==> src/rtl/core/nmoe_pkg.sv <==
// ----------------------------------------------------------------------------
// nmoe_pkg
// Shared widths, constants, state and command types for the n-th multiple
// search block.
// ----------------------------------------------------------------------------
package nmoe_pkg;

    localparam int RANK_BITS    = 30;
    localparam int DIVISOR_BITS = 16;
    localparam int VALUE_BITS   = 30;

    // Search range n*min(a,b) and all quotients live in SEARCH_BITS.
    localparam int SEARCH_BITS  = RANK_BITS + DIVISOR_BITS;
    localparam int LCM_BITS     = 2 * DIVISOR_BITS;
    localparam int MOD_BITS     = 30;
    localparam int DIVR_BITS    = (LCM_BITS > MOD_BITS) ? LCM_BITS : MOD_BITS;
    localparam int CNT_BITS     = $clog2(SEARCH_BITS);

    localparam logic [MOD_BITS-1:0] RESULT_MODULUS = MOD_BITS'(1000000007);
    // 2^MOD_BITS mod RESULT_MODULUS; folds the bits above MOD_BITS back down.
    localparam logic [MOD_BITS-1:0] MOD_FOLD =
        MOD_BITS'((64'd1 << MOD_BITS) - 64'd1000000007);

    typedef enum logic [1:0] {
        DIV_GCD,
        DIV_LCM,
        DIV_SEARCH
    } div_op_t;

    typedef enum logic [2:0] {
        S_IDLE,
        S_GCD_TEST,
        S_GCD_WAIT,
        S_LCM_WAIT,
        S_SEARCH,
        S_DIV_WAIT,
        S_MOD_WAIT,
        S_FINISH
    } state_t;

    typedef struct packed {
        logic    load;
        logic    div_start;
        div_op_t div_op;
        logic    gcd_step;
        logic    search_init;
        logic    decide;
        logic    mod_init;
        logic    mod_step;
        logic    result_load;
    } cmd_t;

    typedef struct packed {
        logic invalid;
        logic gcd_y_zero;
        logic div_done;
        logic search_done;
        logic mod_done;
    } status_t;

endpackage

==> src/rtl/core/nmoe_divider.sv <==
// ----------------------------------------------------------------------------
// nmoe_divider
// Restoring divider, one quotient bit per cycle.
// ----------------------------------------------------------------------------
module nmoe_divider (
    input  logic                             clk,
    input  logic                             rst_n,
    input  logic                             start,
    input  logic [nmoe_pkg::SEARCH_BITS-1:0] dividend,
    input  logic [nmoe_pkg::DIVR_BITS-1:0]   divisor,
    output logic                             done,
    output logic [nmoe_pkg::SEARCH_BITS-1:0] quotient,
    output logic [nmoe_pkg::DIVR_BITS-1:0]   remainder
);
    import nmoe_pkg::*;

    logic                   busy_reg, busy_next;
    logic                   done_reg, done_next;
    logic [CNT_BITS-1:0]    cnt_reg, cnt_next;
    logic [SEARCH_BITS-1:0] quo_reg, quo_next;
    logic [DIVR_BITS-1:0]   rem_reg, rem_next;
    logic [DIVR_BITS-1:0]   dvs_reg, dvs_next;
    logic [DIVR_BITS:0]     rem_shift;
    logic [DIVR_BITS:0]     rem_diff;

    assign rem_shift = {rem_reg, quo_reg[SEARCH_BITS-1]};
    assign rem_diff  = rem_shift - {1'b0, dvs_reg};

    always_comb
    begin
        busy_next = busy_reg;
        done_next = 1'b0;
        cnt_next  = cnt_reg;
        quo_next  = quo_reg;
        rem_next  = rem_reg;
        dvs_next  = dvs_reg;
        if (start)
        begin
            busy_next = 1'b1;
            cnt_next  = CNT_BITS'(SEARCH_BITS - 1);
            quo_next  = dividend;
            rem_next  = '0;
            dvs_next  = divisor;
        end
        else if (busy_reg)
        begin
            // shift in next dividend bit, subtract when it fits
            if (rem_shift >= {1'b0, dvs_reg})
            begin
                rem_next = rem_diff[DIVR_BITS-1:0];
                quo_next = {quo_reg[SEARCH_BITS-2:0], 1'b1};
            end
            else
            begin
                rem_next = rem_shift[DIVR_BITS-1:0];
                quo_next = {quo_reg[SEARCH_BITS-2:0], 1'b0};
            end
            cnt_next = cnt_reg - 1'b1;
            if (cnt_reg == '0)
            begin
                busy_next = 1'b0;
                done_next = 1'b1;
            end
        end
    end

    always_ff @(posedge clk or negedge rst_n)
    begin
        if (!rst_n)
        begin
            busy_reg <= 1'b0;
            done_reg <= 1'b0;
            cnt_reg  <= '0;
        end
        else
        begin
            busy_reg <= busy_next;
            done_reg <= done_next;
            cnt_reg  <= cnt_next;
        end
    end

    always_ff @(posedge clk)
    begin
        quo_reg <= quo_next;
        rem_reg <= rem_next;
        dvs_reg <= dvs_next;
    end

    assign done      = done_reg;
    assign quotient  = quo_reg;
    assign remainder = rem_reg;

    a_start_busy: assert property (@(posedge clk) disable iff (!rst_n)
        start |=> busy_reg)
        else $error("divider not busy after start");
    a_done_idle: assert property (@(posedge clk) disable iff (!rst_n)
        done_reg |-> !busy_reg)
        else $error("divider done while busy");
    a_last_done: assert property (@(posedge clk) disable iff (!rst_n)
        (busy_reg && !start && cnt_reg == '0) |=> done_reg)
        else $error("divider missed done after last step");

endmodule

==> src/rtl/core/nmoe_datapath.sv <==
// ----------------------------------------------------------------------------
// nmoe_datapath
// Operand registers, gcd/lcm, search bounds, three dividers and result.
// ----------------------------------------------------------------------------
module nmoe_datapath (
    input  logic                              clk,
    input  logic                              rst_n,
    input  nmoe_pkg::cmd_t                    cmd,
    output nmoe_pkg::status_t                 status,
    input  logic [nmoe_pkg::RANK_BITS-1:0]    rank,
    input  logic [nmoe_pkg::DIVISOR_BITS-1:0] divisor_a,
    input  logic [nmoe_pkg::DIVISOR_BITS-1:0] divisor_b,
    output logic [nmoe_pkg::VALUE_BITS-1:0]   value_mod,
    output logic                              invalid
);
    import nmoe_pkg::*;

    logic [RANK_BITS-1:0]    n_reg;
    logic [DIVISOR_BITS-1:0] a_reg, b_reg;
    logic                    inv_reg;
    logic [DIVISOR_BITS-1:0] gx_reg, gy_reg;
    logic [LCM_BITS-1:0]     lcm_reg;
    logic [SEARCH_BITS-1:0]  lo_reg, hi_reg;
    logic [SEARCH_BITS-1:0]  mod_reg;
    logic [VALUE_BITS-1:0]   value_reg;
    logic                    invalid_reg;

    logic [SEARCH_BITS:0]    mid_sum;
    logic [SEARCH_BITS-1:0]  mid;
    logic [DIVISOR_BITS-1:0] min_ab;
    logic [SEARCH_BITS+1:0]  count;
    logic [SEARCH_BITS-1:0]  fold_prod;
    logic [SEARCH_BITS-1:0]  fold_sum;
    logic [MOD_BITS-1:0]     mod_low;
    logic [MOD_BITS-1:0]     mod_final;

    logic [SEARCH_BITS-1:0]  div_dividend [3];
    logic [DIVR_BITS-1:0]    div_divisor  [3];
    logic                    div_done     [3];
    logic [SEARCH_BITS-1:0]  div_quo      [3];
    logic [DIVR_BITS-1:0]    div_rem      [3];

    assign mid_sum = {1'b0, lo_reg} + {1'b0, hi_reg};
    assign mid     = mid_sum[SEARCH_BITS:1];
    assign min_ab  = (a_reg < b_reg) ? a_reg : b_reg;
    assign count   = {2'b00, div_quo[0]} + {2'b00, div_quo[1]} - {2'b00, div_quo[2]};

    // fold the bits above MOD_BITS back with 2^MOD_BITS mod modulus
    assign fold_prod = mod_reg[SEARCH_BITS-1:MOD_BITS] * MOD_FOLD;
    assign fold_sum  = fold_prod + SEARCH_BITS'(mod_reg[MOD_BITS-1:0]);
    assign mod_low   = mod_reg[MOD_BITS-1:0];
    assign mod_final = (mod_low >= RESULT_MODULUS) ? mod_low - RESULT_MODULUS : mod_low;

    // operand select; dividers capture operands on start
    always_comb
    begin
        div_dividend[0] = mid;
        div_divisor[0]  = DIVR_BITS'(a_reg);
        div_dividend[1] = mid;
        div_divisor[1]  = DIVR_BITS'(b_reg);
        div_dividend[2] = mid;
        div_divisor[2]  = DIVR_BITS'(lcm_reg);
        case (cmd.div_op)
            DIV_GCD:
            begin
                div_dividend[0] = SEARCH_BITS'(gx_reg);
                div_divisor[0]  = DIVR_BITS'(gy_reg);
            end
            DIV_LCM:
            begin
                div_dividend[0] = SEARCH_BITS'(a_reg);
                div_divisor[0]  = DIVR_BITS'(gx_reg);
            end
            default:
            begin
                div_dividend[0] = mid;
            end
        endcase
    end

    for (genvar i = 0; i < 3; i++)
    begin : g_div
        nmoe_divider u_div (
            .clk       (clk),
            .rst_n     (rst_n),
            .start     (cmd.div_start && (i == 0 || cmd.div_op == DIV_SEARCH)),
            .dividend  (div_dividend[i]),
            .divisor   (div_divisor[i]),
            .done      (div_done[i]),
            .quotient  (div_quo[i]),
            .remainder (div_rem[i])
        );
    end

    always_ff @(posedge clk)
    begin
        if (cmd.load)
        begin
            n_reg   <= rank;
            a_reg   <= divisor_a;
            b_reg   <= divisor_b;
            gx_reg  <= divisor_a;
            gy_reg  <= divisor_b;
            inv_reg <= (rank == '0) || (divisor_a == '0) || (divisor_b == '0);
        end
        if (cmd.gcd_step)
        begin
            gx_reg <= gy_reg;
            gy_reg <= div_rem[0][DIVISOR_BITS-1:0];
        end
        if (cmd.search_init)
        begin
            lcm_reg <= div_quo[0][DIVISOR_BITS-1:0] * b_reg;
            lo_reg  <= SEARCH_BITS'(1);
            hi_reg  <= n_reg * min_ab;
        end
        if (cmd.decide)
        begin
            if (count >= {2'b00, SEARCH_BITS'(n_reg)})
                hi_reg <= mid;
            else
                lo_reg <= mid + 1'b1;
        end
        if (cmd.mod_init)
            mod_reg <= lo_reg;
        else if (cmd.mod_step)
            mod_reg <= fold_sum;
    end

    always_ff @(posedge clk or negedge rst_n)
    begin
        if (!rst_n)
        begin
            value_reg   <= '0;
            invalid_reg <= 1'b0;
        end
        else if (cmd.result_load)
        begin
            value_reg   <= inv_reg ? '0 : mod_final;
            invalid_reg <= inv_reg;
        end
    end

    assign status.invalid     = inv_reg;
    assign status.gcd_y_zero  = (gy_reg == '0);
    assign status.div_done    = div_done[0];
    assign status.search_done = (lo_reg == hi_reg);
    assign status.mod_done    = (mod_reg[SEARCH_BITS-1:MOD_BITS] == '0);

    assign value_mod = value_reg;
    assign invalid   = invalid_reg;

endmodule

==> src/rtl/core/nmoe_control.sv <==
// ----------------------------------------------------------------------------
// nmoe_control
// Sequencer for gcd, lcm, binary search and final reduction.
// ----------------------------------------------------------------------------
module nmoe_control (
    input  logic              clk,
    input  logic              rst_n,
    input  logic              in_valid,
    output logic              in_stall,
    output logic              out_valid,
    input  logic              out_stall,
    output nmoe_pkg::cmd_t    cmd,
    input  nmoe_pkg::status_t status
);
    import nmoe_pkg::*;

    state_t state_reg, state_next;
    logic   out_valid_reg, out_valid_next;

    always_ff @(posedge clk or negedge rst_n)
    begin
        if (!rst_n)
        begin
            state_reg     <= S_IDLE;
            out_valid_reg <= 1'b0;
        end
        else
        begin
            state_reg     <= state_next;
            out_valid_reg <= out_valid_next;
        end
    end

    always_comb
    begin
        state_next     = state_reg;
        out_valid_next = out_valid_reg && out_stall;
        cmd            = '0;
        cmd.div_op     = DIV_SEARCH;
        in_stall       = 1'b1;
        case (state_reg)
            S_IDLE:
            begin
                in_stall = 1'b0;
                if (in_valid)
                begin
                    cmd.load   = 1'b1;
                    state_next = S_GCD_TEST;
                end
            end
            S_GCD_TEST:
            begin
                if (status.invalid)
                    state_next = S_FINISH;
                else if (status.gcd_y_zero)
                begin
                    cmd.div_start = 1'b1;
                    cmd.div_op    = DIV_LCM;
                    state_next    = S_LCM_WAIT;
                end
                else
                begin
                    cmd.div_start = 1'b1;
                    cmd.div_op    = DIV_GCD;
                    state_next    = S_GCD_WAIT;
                end
            end
            S_GCD_WAIT:
            begin
                if (status.div_done)
                begin
                    cmd.gcd_step = 1'b1;
                    state_next   = S_GCD_TEST;
                end
            end
            S_LCM_WAIT:
            begin
                if (status.div_done)
                begin
                    cmd.search_init = 1'b1;
                    state_next      = S_SEARCH;
                end
            end
            S_SEARCH:
            begin
                if (status.search_done)
                begin
                    cmd.mod_init = 1'b1;
                    state_next   = S_MOD_WAIT;
                end
                else
                begin
                    cmd.div_start = 1'b1;
                    state_next    = S_DIV_WAIT;
                end
            end
            S_DIV_WAIT:
            begin
                if (status.div_done)
                begin
                    cmd.decide = 1'b1;
                    state_next = S_SEARCH;
                end
            end
            S_MOD_WAIT:
            begin
                // fold until the value fits in the modulus width
                if (status.mod_done)
                    state_next = S_FINISH;
                else
                    cmd.mod_step = 1'b1;
            end
            S_FINISH:
            begin
                if (!out_valid_reg || !out_stall)
                begin
                    cmd.result_load = 1'b1;
                    out_valid_next  = 1'b1;
                    state_next      = S_IDLE;
                end
            end
            default:
            begin
                state_next = S_IDLE;
            end
        endcase
    end

    assign out_valid = out_valid_reg;

endmodule

==> src/rtl/core/nth_multiple_of_either.sv <==
// Timing: from input transfer to output valid, one divider pass per Euclid
//   step E, one for the lcm and one per search step S, then F modulo fold
//   steps; E is up to 23 for 16-bit divisors, S up to 46, F up to 8.
// Throughput: one item at a time; the next transfer is taken back in idle.
//   Zero rank or divisor skips to the result. A stalled result adds its wait.
// Reset: rst_n asynchronous, active low; clears controller and output valid.
// ----------------------------------------------------------------------------
// nth_multiple_of_either
// Returns the n-th positive integer divisible by a or b, modulo 1000000007.
// ----------------------------------------------------------------------------
module nth_multiple_of_either (
    input  logic                              clk,
    input  logic                              rst_n,
    input  logic                              in_valid,
    output logic                              in_stall,
    input  logic [nmoe_pkg::RANK_BITS-1:0]    rank,
    input  logic [nmoe_pkg::DIVISOR_BITS-1:0] divisor_a,
    input  logic [nmoe_pkg::DIVISOR_BITS-1:0] divisor_b,
    output logic                              out_valid,
    input  logic                              out_stall,
    output logic [nmoe_pkg::VALUE_BITS-1:0]   value_mod,
    output logic                              invalid
);
    import nmoe_pkg::*;

    // Flow: take a transfer in idle, run Euclid on the shared divider to
    // get gcd, divide a by gcd and multiply by b for the lcm, then bisect
    // [1, n*min(a,b)] with three dividers counting multiples in parallel.
    // Reduce the final low bound modulo 1000000007 by folding the bits
    // above 30 back with 2^30 mod 1000000007, one fold per cycle, then one
    // conditional subtract.
    // The result register frees the controller to take the next transfer
    // while a finished result still waits downstream.

    cmd_t    cmd;
    status_t status;

    nmoe_control u_control (
        .clk       (clk),
        .rst_n     (rst_n),
        .in_valid  (in_valid),
        .in_stall  (in_stall),
        .out_valid (out_valid),
        .out_stall (out_stall),
        .cmd       (cmd),
        .status    (status)
    );

    nmoe_datapath u_datapath (
        .clk       (clk),
        .rst_n     (rst_n),
        .cmd       (cmd),
        .status    (status),
        .rank      (rank),
        .divisor_a (divisor_a),
        .divisor_b (divisor_b),
        .value_mod (value_mod),
        .invalid   (invalid)
    );

endmodule

==> config.mk <==
export PLATFORM = sky130hd
export DESIGN_NAME = nth_multiple_of_either
export DESIGN_NICKNAME = d
export VERILOG_FILES = /design/src/rtl/core/nmoe_pkg.sv /design/src/rtl/core/nmoe_divider.sv /design/src/rtl/core/nmoe_datapath.sv /design/src/rtl/core/nmoe_control.sv /design/src/rtl/core/nth_multiple_of_either.sv
export SDC_FILE = /design/constraint.sdc
export NUM_CORES = 2
export LEC_CHECK = 0
export BUFFER_PORTS_ARGS = -buffer_cell sky130_fd_sc_hd__clkbuf_2
export CAP_MARGIN = 20
export CORE_UTILIZATION = 48
export CTS_CLUSTER_SIZE = 16
export DETAILED_ROUTE_END_ITERATION = 16
export PLACE_DENSITY = 0.67
export REMOVE_ABC_BUFFERS = 1
export SLEW_MARGIN = 5
export SYNTH_ARGS = -nofsm -noshare
export SYNTH_HDL_FRONTEND = slang
export SYNTH_SLANG_ARGS = --single-unit
==> constraint.sdc <==
create_clock -name clk -period 13.2 [get_ports clk]
set_clock_uncertainty 0.1 [all_clocks]
set_input_delay 0.66 -clock clk [delete_from_list [all_inputs] [get_ports clk]]
set_output_delay 0.66 -clock clk [all_outputs]
set_load 0.05 [all_outputs]
After elaboration in Yosys (flattened, before gate mapping)
Index checks and enable logic that the tools add are counted.
W data, S select, Z words.
{"block": "classes", "n_addsub": 12, "mul": 3, "div_mod_pow": 0, "order_cmp": 6, "n_eq_ne": 15, "n_shift": 0, "muxes": 76, "bitwise": 0, "reduce_logical": 24}
{"operator": "$mux W46", "n": 14}
{"operator": "$mux W32", "n": 3}
{"operator": "$add A46 B46 Y47", "n": 2}
{"operator": "$pmux W46 S2", "n": 1}
{"operator": "$mux W16", "n": 5}
{"operator": "$ge A33 B32 Y1", "n": 2}
{"operator": "$logic_not A16 Y1", "n": 4}
{"operator": "$sub A32 B32 Y32", "n": 2}
{"operator": "$mux W30", "n": 2}
{"operator": "$ge A48 B30 Y1", "n": 1}
{"operator": "$sub A47 B46 Y48", "n": 1}
{"operator": "$add A46 B1 Y46 const B", "n": 1}
{"operator": "$eq A46 B46 Y1", "n": 1}
{"operator": "$mul A30 B16 Y46", "n": 1}
{"operator": "$add A43 B30 Y44", "n": 1}
{"operator": "$mul A16 B27 Y43 const B", "n": 1}
{"operator": "$mux W6", "n": 6}
{"operator": "$ge A33 B16 Y1", "n": 1}
{"operator": "$mux W1", "n": 33}
{"operator": "$mul A16 B16 Y32", "n": 1}
{"operator": "$pmux W16 S2", "n": 1}
{"operator": "$sub A32 B16 Y32", "n": 1}
{"operator": "$ge A30 B30 Y1 const B", "n": 1}
{"operator": "$logic_not A30 Y1", "n": 1}
{"operator": "other kinds (23)", "n": 49}
{"block": "word_totals", "reg_bits": 636, "latchBits": 0, "ramBits": 0, "rom_bits": 0, "out_inout_bits": 33, "wordCells": 166, "memories": 0}

Depth between registers and ports, before layout
{"block": "logic_depth", "depth_word": 7, "depth_mapped": 43, "mapped_depth_nobuf": 40}

By module
A second synthesis with hierarchy kept.
{"block": "hier_totals", "hier_cells": 7844, "area_unflattened_um2": 72768.5}
{"mod": "nmoe_datapath", "instances": 1, "cells_each": 5996, "area_per_inst_um2": 53247.3, "seq_area_each_um2": 7812.5}
{"mod": "nmoe_divider (u_datapath.g_div[0].u_div ...)", "instances": 2, "cells_each": 590, "area_per_inst_um2": 6299.8, "seq_area_each_um2": 3183.1}
{"mod": "nmoe_divider (u_datapath.g_div[2].u_div)", "instances": 1, "cells_each": 617, "area_per_inst_um2": 6556.3, "seq_area_each_um2": 3183.1}
{"mod": "nmoe_control", "instances": 1, "cells_each": 51, "area_per_inst_um2": 365.4, "seq_area_each_um2": 100.1}

Least setup slack after synthesis
Ideal clock, no wire load.
{"block": "synth_timing", "path_type": "register to register", "start": "register u_datapath.b_reg[1]", "end": "register u_datapath.hi_reg[44]", "setup_time_ns": 0.121, "t_arrival_ns": 9.871, "required_time_ns": 12.979, "path_slack_ns": 3.108, "stages_incl_launch_ff": 40, "synth_period_minus_slack_ns": 10.092, "path_cell_list": "edfxtp_1 -> clkbuf_1 -> clkinv_1 -> ha_1 -> a21o_1 -> a21o_1 -> a21oi_1 -> nor2b_1 -> o21ai_0 -> nand2b_1 -> a211oi_1 -> o22ai_1 -> o21ai_1 -> clkbuf_1 -> mux2i_1 -> clkbuf_1 -> nor2_1 -> fa_1 -> (+4 left out) -> inv_1 -> fa_1 -> inv_1 -> fa_1 -> inv_1 -> ha_1 -> or2_2 -> a2111oi_0 -> o31a_1 -> o211ai_1 -> a31oi_1 -> a211o_1 -> nand3b_1 -> a221oi_1 -> o21ai_0 -> xnor2_1 -> o21ai_0 -> mux2_2"}
{"block": "synth_between", "elab_chain_cells": 6}
{"item": "start: declaration", "line_no": "nmoe_datapath.sv:19", "rtl": "logic [DIVISOR_BITS-1:0] a_reg, b_reg;"}
{"item": "start signal: assignment", "line_no": "nmoe_datapath.sv:101", "rtl": "b_reg <= divisor_b;"}
{"item": "$lt A16 B16 Y1", "line_no": "nmoe_datapath.sv:45", "rtl": "assign min_ab = (a_reg < b_reg) ? a_reg : b_reg;"}
{"item": "$mux W16 (*)", "line_no": "nmoe_datapath.sv:45"}
{"item": "$mul A30 B16 Y46 (*)", "line_no": "nmoe_datapath.sv:115", "rtl": "hi_reg <= n_reg * min_ab;"}
{"item": "$mux W46 (*)", "line_no": "nmoe_datapath.sv:111", "rtl": "if (cmd.search_init)"}
{"item": "$mux W46", "line_no": "nmoe_datapath.sv:119", "rtl": "if (count >= {2'b00, SEARCH_BITS'(n_reg)})"}
{"item": "$mux W46 (*)", "line_no": "nmoe_datapath.sv:117", "rtl": "if (cmd.decide)"}
{"item": "end signal: assignment", "line_no": "nmoe_datapath.sv:115"}
{"item": "end signal: assignment", "line_no": "nmoe_datapath.sv:120", "rtl": "hi_reg <= mid;"}
{"item": "end: declaration", "line_no": "nmoe_datapath.sv:23", "rtl": "logic [SEARCH_BITS-1:0] lo_reg, hi_reg;"}
Mark *: on every way between the ends. The rest lies on a longest branch, timed or not.
A chain may end at the register's enable or synchronous reset.

Final worst setup path
Ends and elaborated chain as after synthesis.

==> impl_metrics.env <==
export IMPL_total_power_mw=4.26
export IMPL_port_buffers=98
export IMPL_fp_row_count=138
export IMPL_fin_nets=8952
export IMPL_powerDensity_mw_per_mm2=58.1
export IMPL_clk_root_buffer_cell="clkbuf_16"
export IMPL_setup_tns_ns=0
export IMPL_synth_cell_types=98
export IMPL_cp_num_buf_inv=5
export IMPL_critPathTopFamily="compound AO/OA/AOI/OAI gates"
export IMPL_period_needed_ns=11.54
export IMPL_die_area_mm2=0.144
export IMPL_drtIter0Drc=4524
export IMPL_synth_edf_count=375
export IMPL_worst_ep_arrival_time_ns=12.02
export IMPL_cp_end_kind="flip-flop"
export IMPL_antenna_left=0
export IMPL_grt_max_degree=80
export IMPL_rsz0062_at_grt="false"
export IMPL_status="complete, no violations"
export IMPL_drv_slew=0
export IMPL_synthFlopType="edfxtp_1"
export IMPL_post_cts_buffers=0
export IMPL_ir_drop_uv=96.8
export IMPL_critical_path_depth=37
export IMPL_vias=53500
export IMPL_clkLatencyLatePin_ns=0.71
export IMPL_path_clk_slew_ns=0.07
export IMPL_worstReg2RegEnd="u_datapath.hi_reg[44]"
export IMPL_cts_buffers=76
export IMPL_cp_slowest_cell="mux2i_2"
export IMPL_hold_depth=1
export IMPL_grt_ovfl_total=0
export IMPL_cp_max_fo=26
export IMPL_start_util=0.483
export IMPL_hold_start="rank[22]"
export IMPL_drive_gt1_frac=0.0594
export IMPL_whs_endpoint="u_datapath.n_reg[22]"
export IMPL_drt_met1_wl_um=82600
export IMPL_max_slew_margin=0.196
export IMPL_hold_path_class="primary input to flip-flop"
export IMPL_design_area_mm2=0.0733
export IMPL_max_freq_mhz=86.7
export IMPL_first_pass_iters=7
export IMPL_critical_path_class="flip-flop to flip-flop"
export IMPL_gp_congestion=1.00
export IMPL_post_dp_hpwl_um=158000
export IMPL_regArea_mm2=0.0165
export IMPL_setup_violations=0
export IMPL_utilization=0.519
export IMPL_drc=0
export IMPL_synthCells=7515
export IMPL_cpMostUsedCell="fa_1"
export IMPL_p_leak_nw=34.6
export IMPL_grt_pass1_wl_um=316000
export IMPL_slowest_delay_ns=0.93
export IMPL_reg2reg_from="u_datapath.b_reg[1]"
export IMPL_finalCritPeriodShare=0.874
export IMPL_vias_per_cell=5.68
export IMPL_grt_total_usage=0.288
export IMPL_syn_area_per_cell_um2=9.09
export IMPL_die_w_um=379
export IMPL_cts_resized_gates=0
export IMPL_h_tree_depth=3
export IMPL_place_area_mm2=0.0707
export IMPL_startpoint_type="flip-flop"
export IMPL_ys_ff_latch=620
export IMPL_clock_sinks=620
export IMPL_wl_um=203000
export IMPL_multi_input_area_mm2=0.0459
export IMPL_met2WireLength_um=93900
export IMPL_cts_buffer_depth=3
export IMPL_hold_violations=0
export IMPL_avgRoutedWirePerCell_um=21.5
export IMPL_yosysWarnings=0
export IMPL_worst_pin_slew_ns=1.20
export IMPL_io_pins=99
export IMPL_required_ns=13.68
export IMPL_die_h_um=379
export IMPL_ys_seq_area_frac=0.241
export IMPL_grt_antenna_before_repair=2
export IMPL_fillers=13000
export IMPL_cts_hold_buf=1
export IMPL_coreArea_mm2=0.141
export IMPL_rr_worst_depth=37
export IMPL_largest_register_ffs=138
export IMPL_syn_area_mm2=0.0683
export IMPL_dr_max_layer_used="met5"
export IMPL_synthArstFlopShare=0.0919
export IMPL_syn2layout_area_growth_pct=7.39
export IMPL_maxCapViolations=0
export IMPL_wl_met3_um=16500
export IMPL_cts_tree="built"
export IMPL_grt_pass1_vias=54500
export IMPL_ff2ff_setup_slack_ns=1.66
## cell usage in the layout, fill, tap and decap left out, drive strengths merged, types with 83 or more instances in the layout
cell,instances
clkbuf,194
and2,104
buf,86
nand3,101
inv,1305
nor2,517
a21o,168
nand2,931
xor2,124
ha,611
edfxtp,375
o21ai,366
mux2i,83
xnor2,191
dfxtp,188
a21oi,370
fa,805
## final cells by class
| class | instances | share of cell area |
|---|---|---|
| multi-input cells | 5283 | 0.625 |
| flip-flops and latches | 620 | 0.224 |
| inverters | 1305 | 0.0668 |
| well taps | 1890 | 0.0323 |
| clock buffers | 97 | 0.0285 |
| repair buffers | 184 | 0.0157 |
| clock inverters | 42 | 0.00679 |
| diodes | 2 | 0.0000683 |
## through the flow
stage	instances	hold slack, ns	setup slack (ns)
6_report	9423	0.0456	1.66
5_1_grt	9421	0.0251	1.16
4_1_cts	9420	0.00447	1.82
3_5_place_dp	9280	0.305	1.87
3_3_place_gp	9278	0.303	2.00
2_1_floorplan	7208	0.264	1.81
## synthesized netlist by cell type, types with 10 or more instances
cell / instances / share of area
nand2_1: 931 / 0.051
a21o_1: 168 / 0.018
a21boi_0: 20 / 0.0022
or4_1: 14 / 0.0015
a311oi_1: 16 / 0.0021
clkbuf_1: 262 / 0.014
nand2b_1: 47 / 0.0043
and2_1: 104 / 0.0095
and3_1: 31 / 0.0028
and4_1: 10 / 0.0013
o21ai_0: 355 / 0.026
a211o_1: 10 / 0.0013
inv_1: 1299 / 0.071
buf_2: 13 / 0.00095
xnor2_1: 191 / 0.024
ha_1: 611 / 0.11
edfxtp_1: 375 / 0.16
o21a_1: 31 / 0.0034
o21bai_1: 27 / 0.0030
a31oi_1: 34 / 0.0031
mux2_2: 54 / 0.0089
or3_1: 26 / 0.0024
dfrtp_1: 57 / 0.021
nor2b_1: 39 / 0.0036
nand4_1: 56 / 0.0051
nor3_1: 80 / 0.0059
a211oi_1: 68 / 0.0075
dfxtp_1: 188 / 0.055
mux2i_1: 83 / 0.012
o211ai_1: 25 / 0.0027
nor3b_1: 14 / 0.0015
nor4_1: 55 / 0.0050
fa_1: 805 / 0.24
o31ai_1: 38 / 0.0042
buf_1: 19 / 0.0010
a21oi_1: 370 / 0.027
xor2_1: 124 / 0.016
o31a_1: 13 / 0.0017
nand3_1: 100 / 0.0073
o21ai_1: 10 / 0.00073
nor2_1: 517 / 0.028
a41oi_1: 10 / 0.0013
or2_2: 25 / 0.0023
o22ai_1: 13 / 0.0012
nand3b_1: 23 / 0.0025
## per-layer routing
| layer | track usage | up-vias |
|---|---|---|
| met3 | 0.0562 | 488 |
| met1 | 0.371 | 26400 |
| met2 | 0.469 | 2064 |
| met4 | 0.125 | 2 |
| met5 | 0 | - |
| li1 | - | 24600 |
## worst max path at each step
stage	start	end	slack [ns]
5_1_grt	u_datapath.b_reg[1]	u_datapath.hi_reg[44]	1.16
2_1_floorplan	u_datapath.b_reg[1]	u_datapath.hi_reg[42]	1.81
3_3_place_gp	u_datapath.b_reg[1]	u_datapath.hi_reg[44]	2.00
3_5_place_dp	u_datapath.b_reg[1]	u_datapath.hi_reg[44]	1.87
6_report	u_datapath.b_reg[1]	u_datapath.hi_reg[44]	1.66
4_1_cts	u_datapath.b_reg[1]	u_datapath.hi_reg[44]	1.82
## where the power goes
part                   switching, mW  total [mW]  internal, mW
registers      0.0000000000000000172        2.04          2.04
logic                         0.0183      0.0299        0.0116
clock network                  0.939        2.20          1.26
## worst reg2reg max path: cells and delay by family (launching register included)
kind / cells / cell delay, ns
DFF: 1 / 0.60
xor gates and xnor gates: 1 / 0.18
buffers and inverters: 5 / 0.64
AOI/OAI and AO/OA: 17 / 4.27
and+or+nand+nor: 4 / 0.46
muxes: 2 / 1.22
adders and majority gates: 8 / 3.94
## logic make-up (layout without fill, tap and decap cells)
| family | after synthesis | in the layout | share of synthesized area |
|---|---|---|---|
| and+or+nand+nor | 2107 | 2107 | 0.140 |
| buffers and inverters | 1612 | 1628 | 0.0901 |
| adders and majority gates | 1416 | 1416 | 0.348 |
| AOI/OAI and AO/OA | 1308 | 1308 | 0.120 |
| DFF | 620 | 620 | 0.241 |
| xor gates and xnor gates | 315 | 315 | 0.0404 |
| muxes | 137 | 137 | 0.0211 |
| other | 0 | 2 | 0 |
Power figures use the tool's default switching activity.
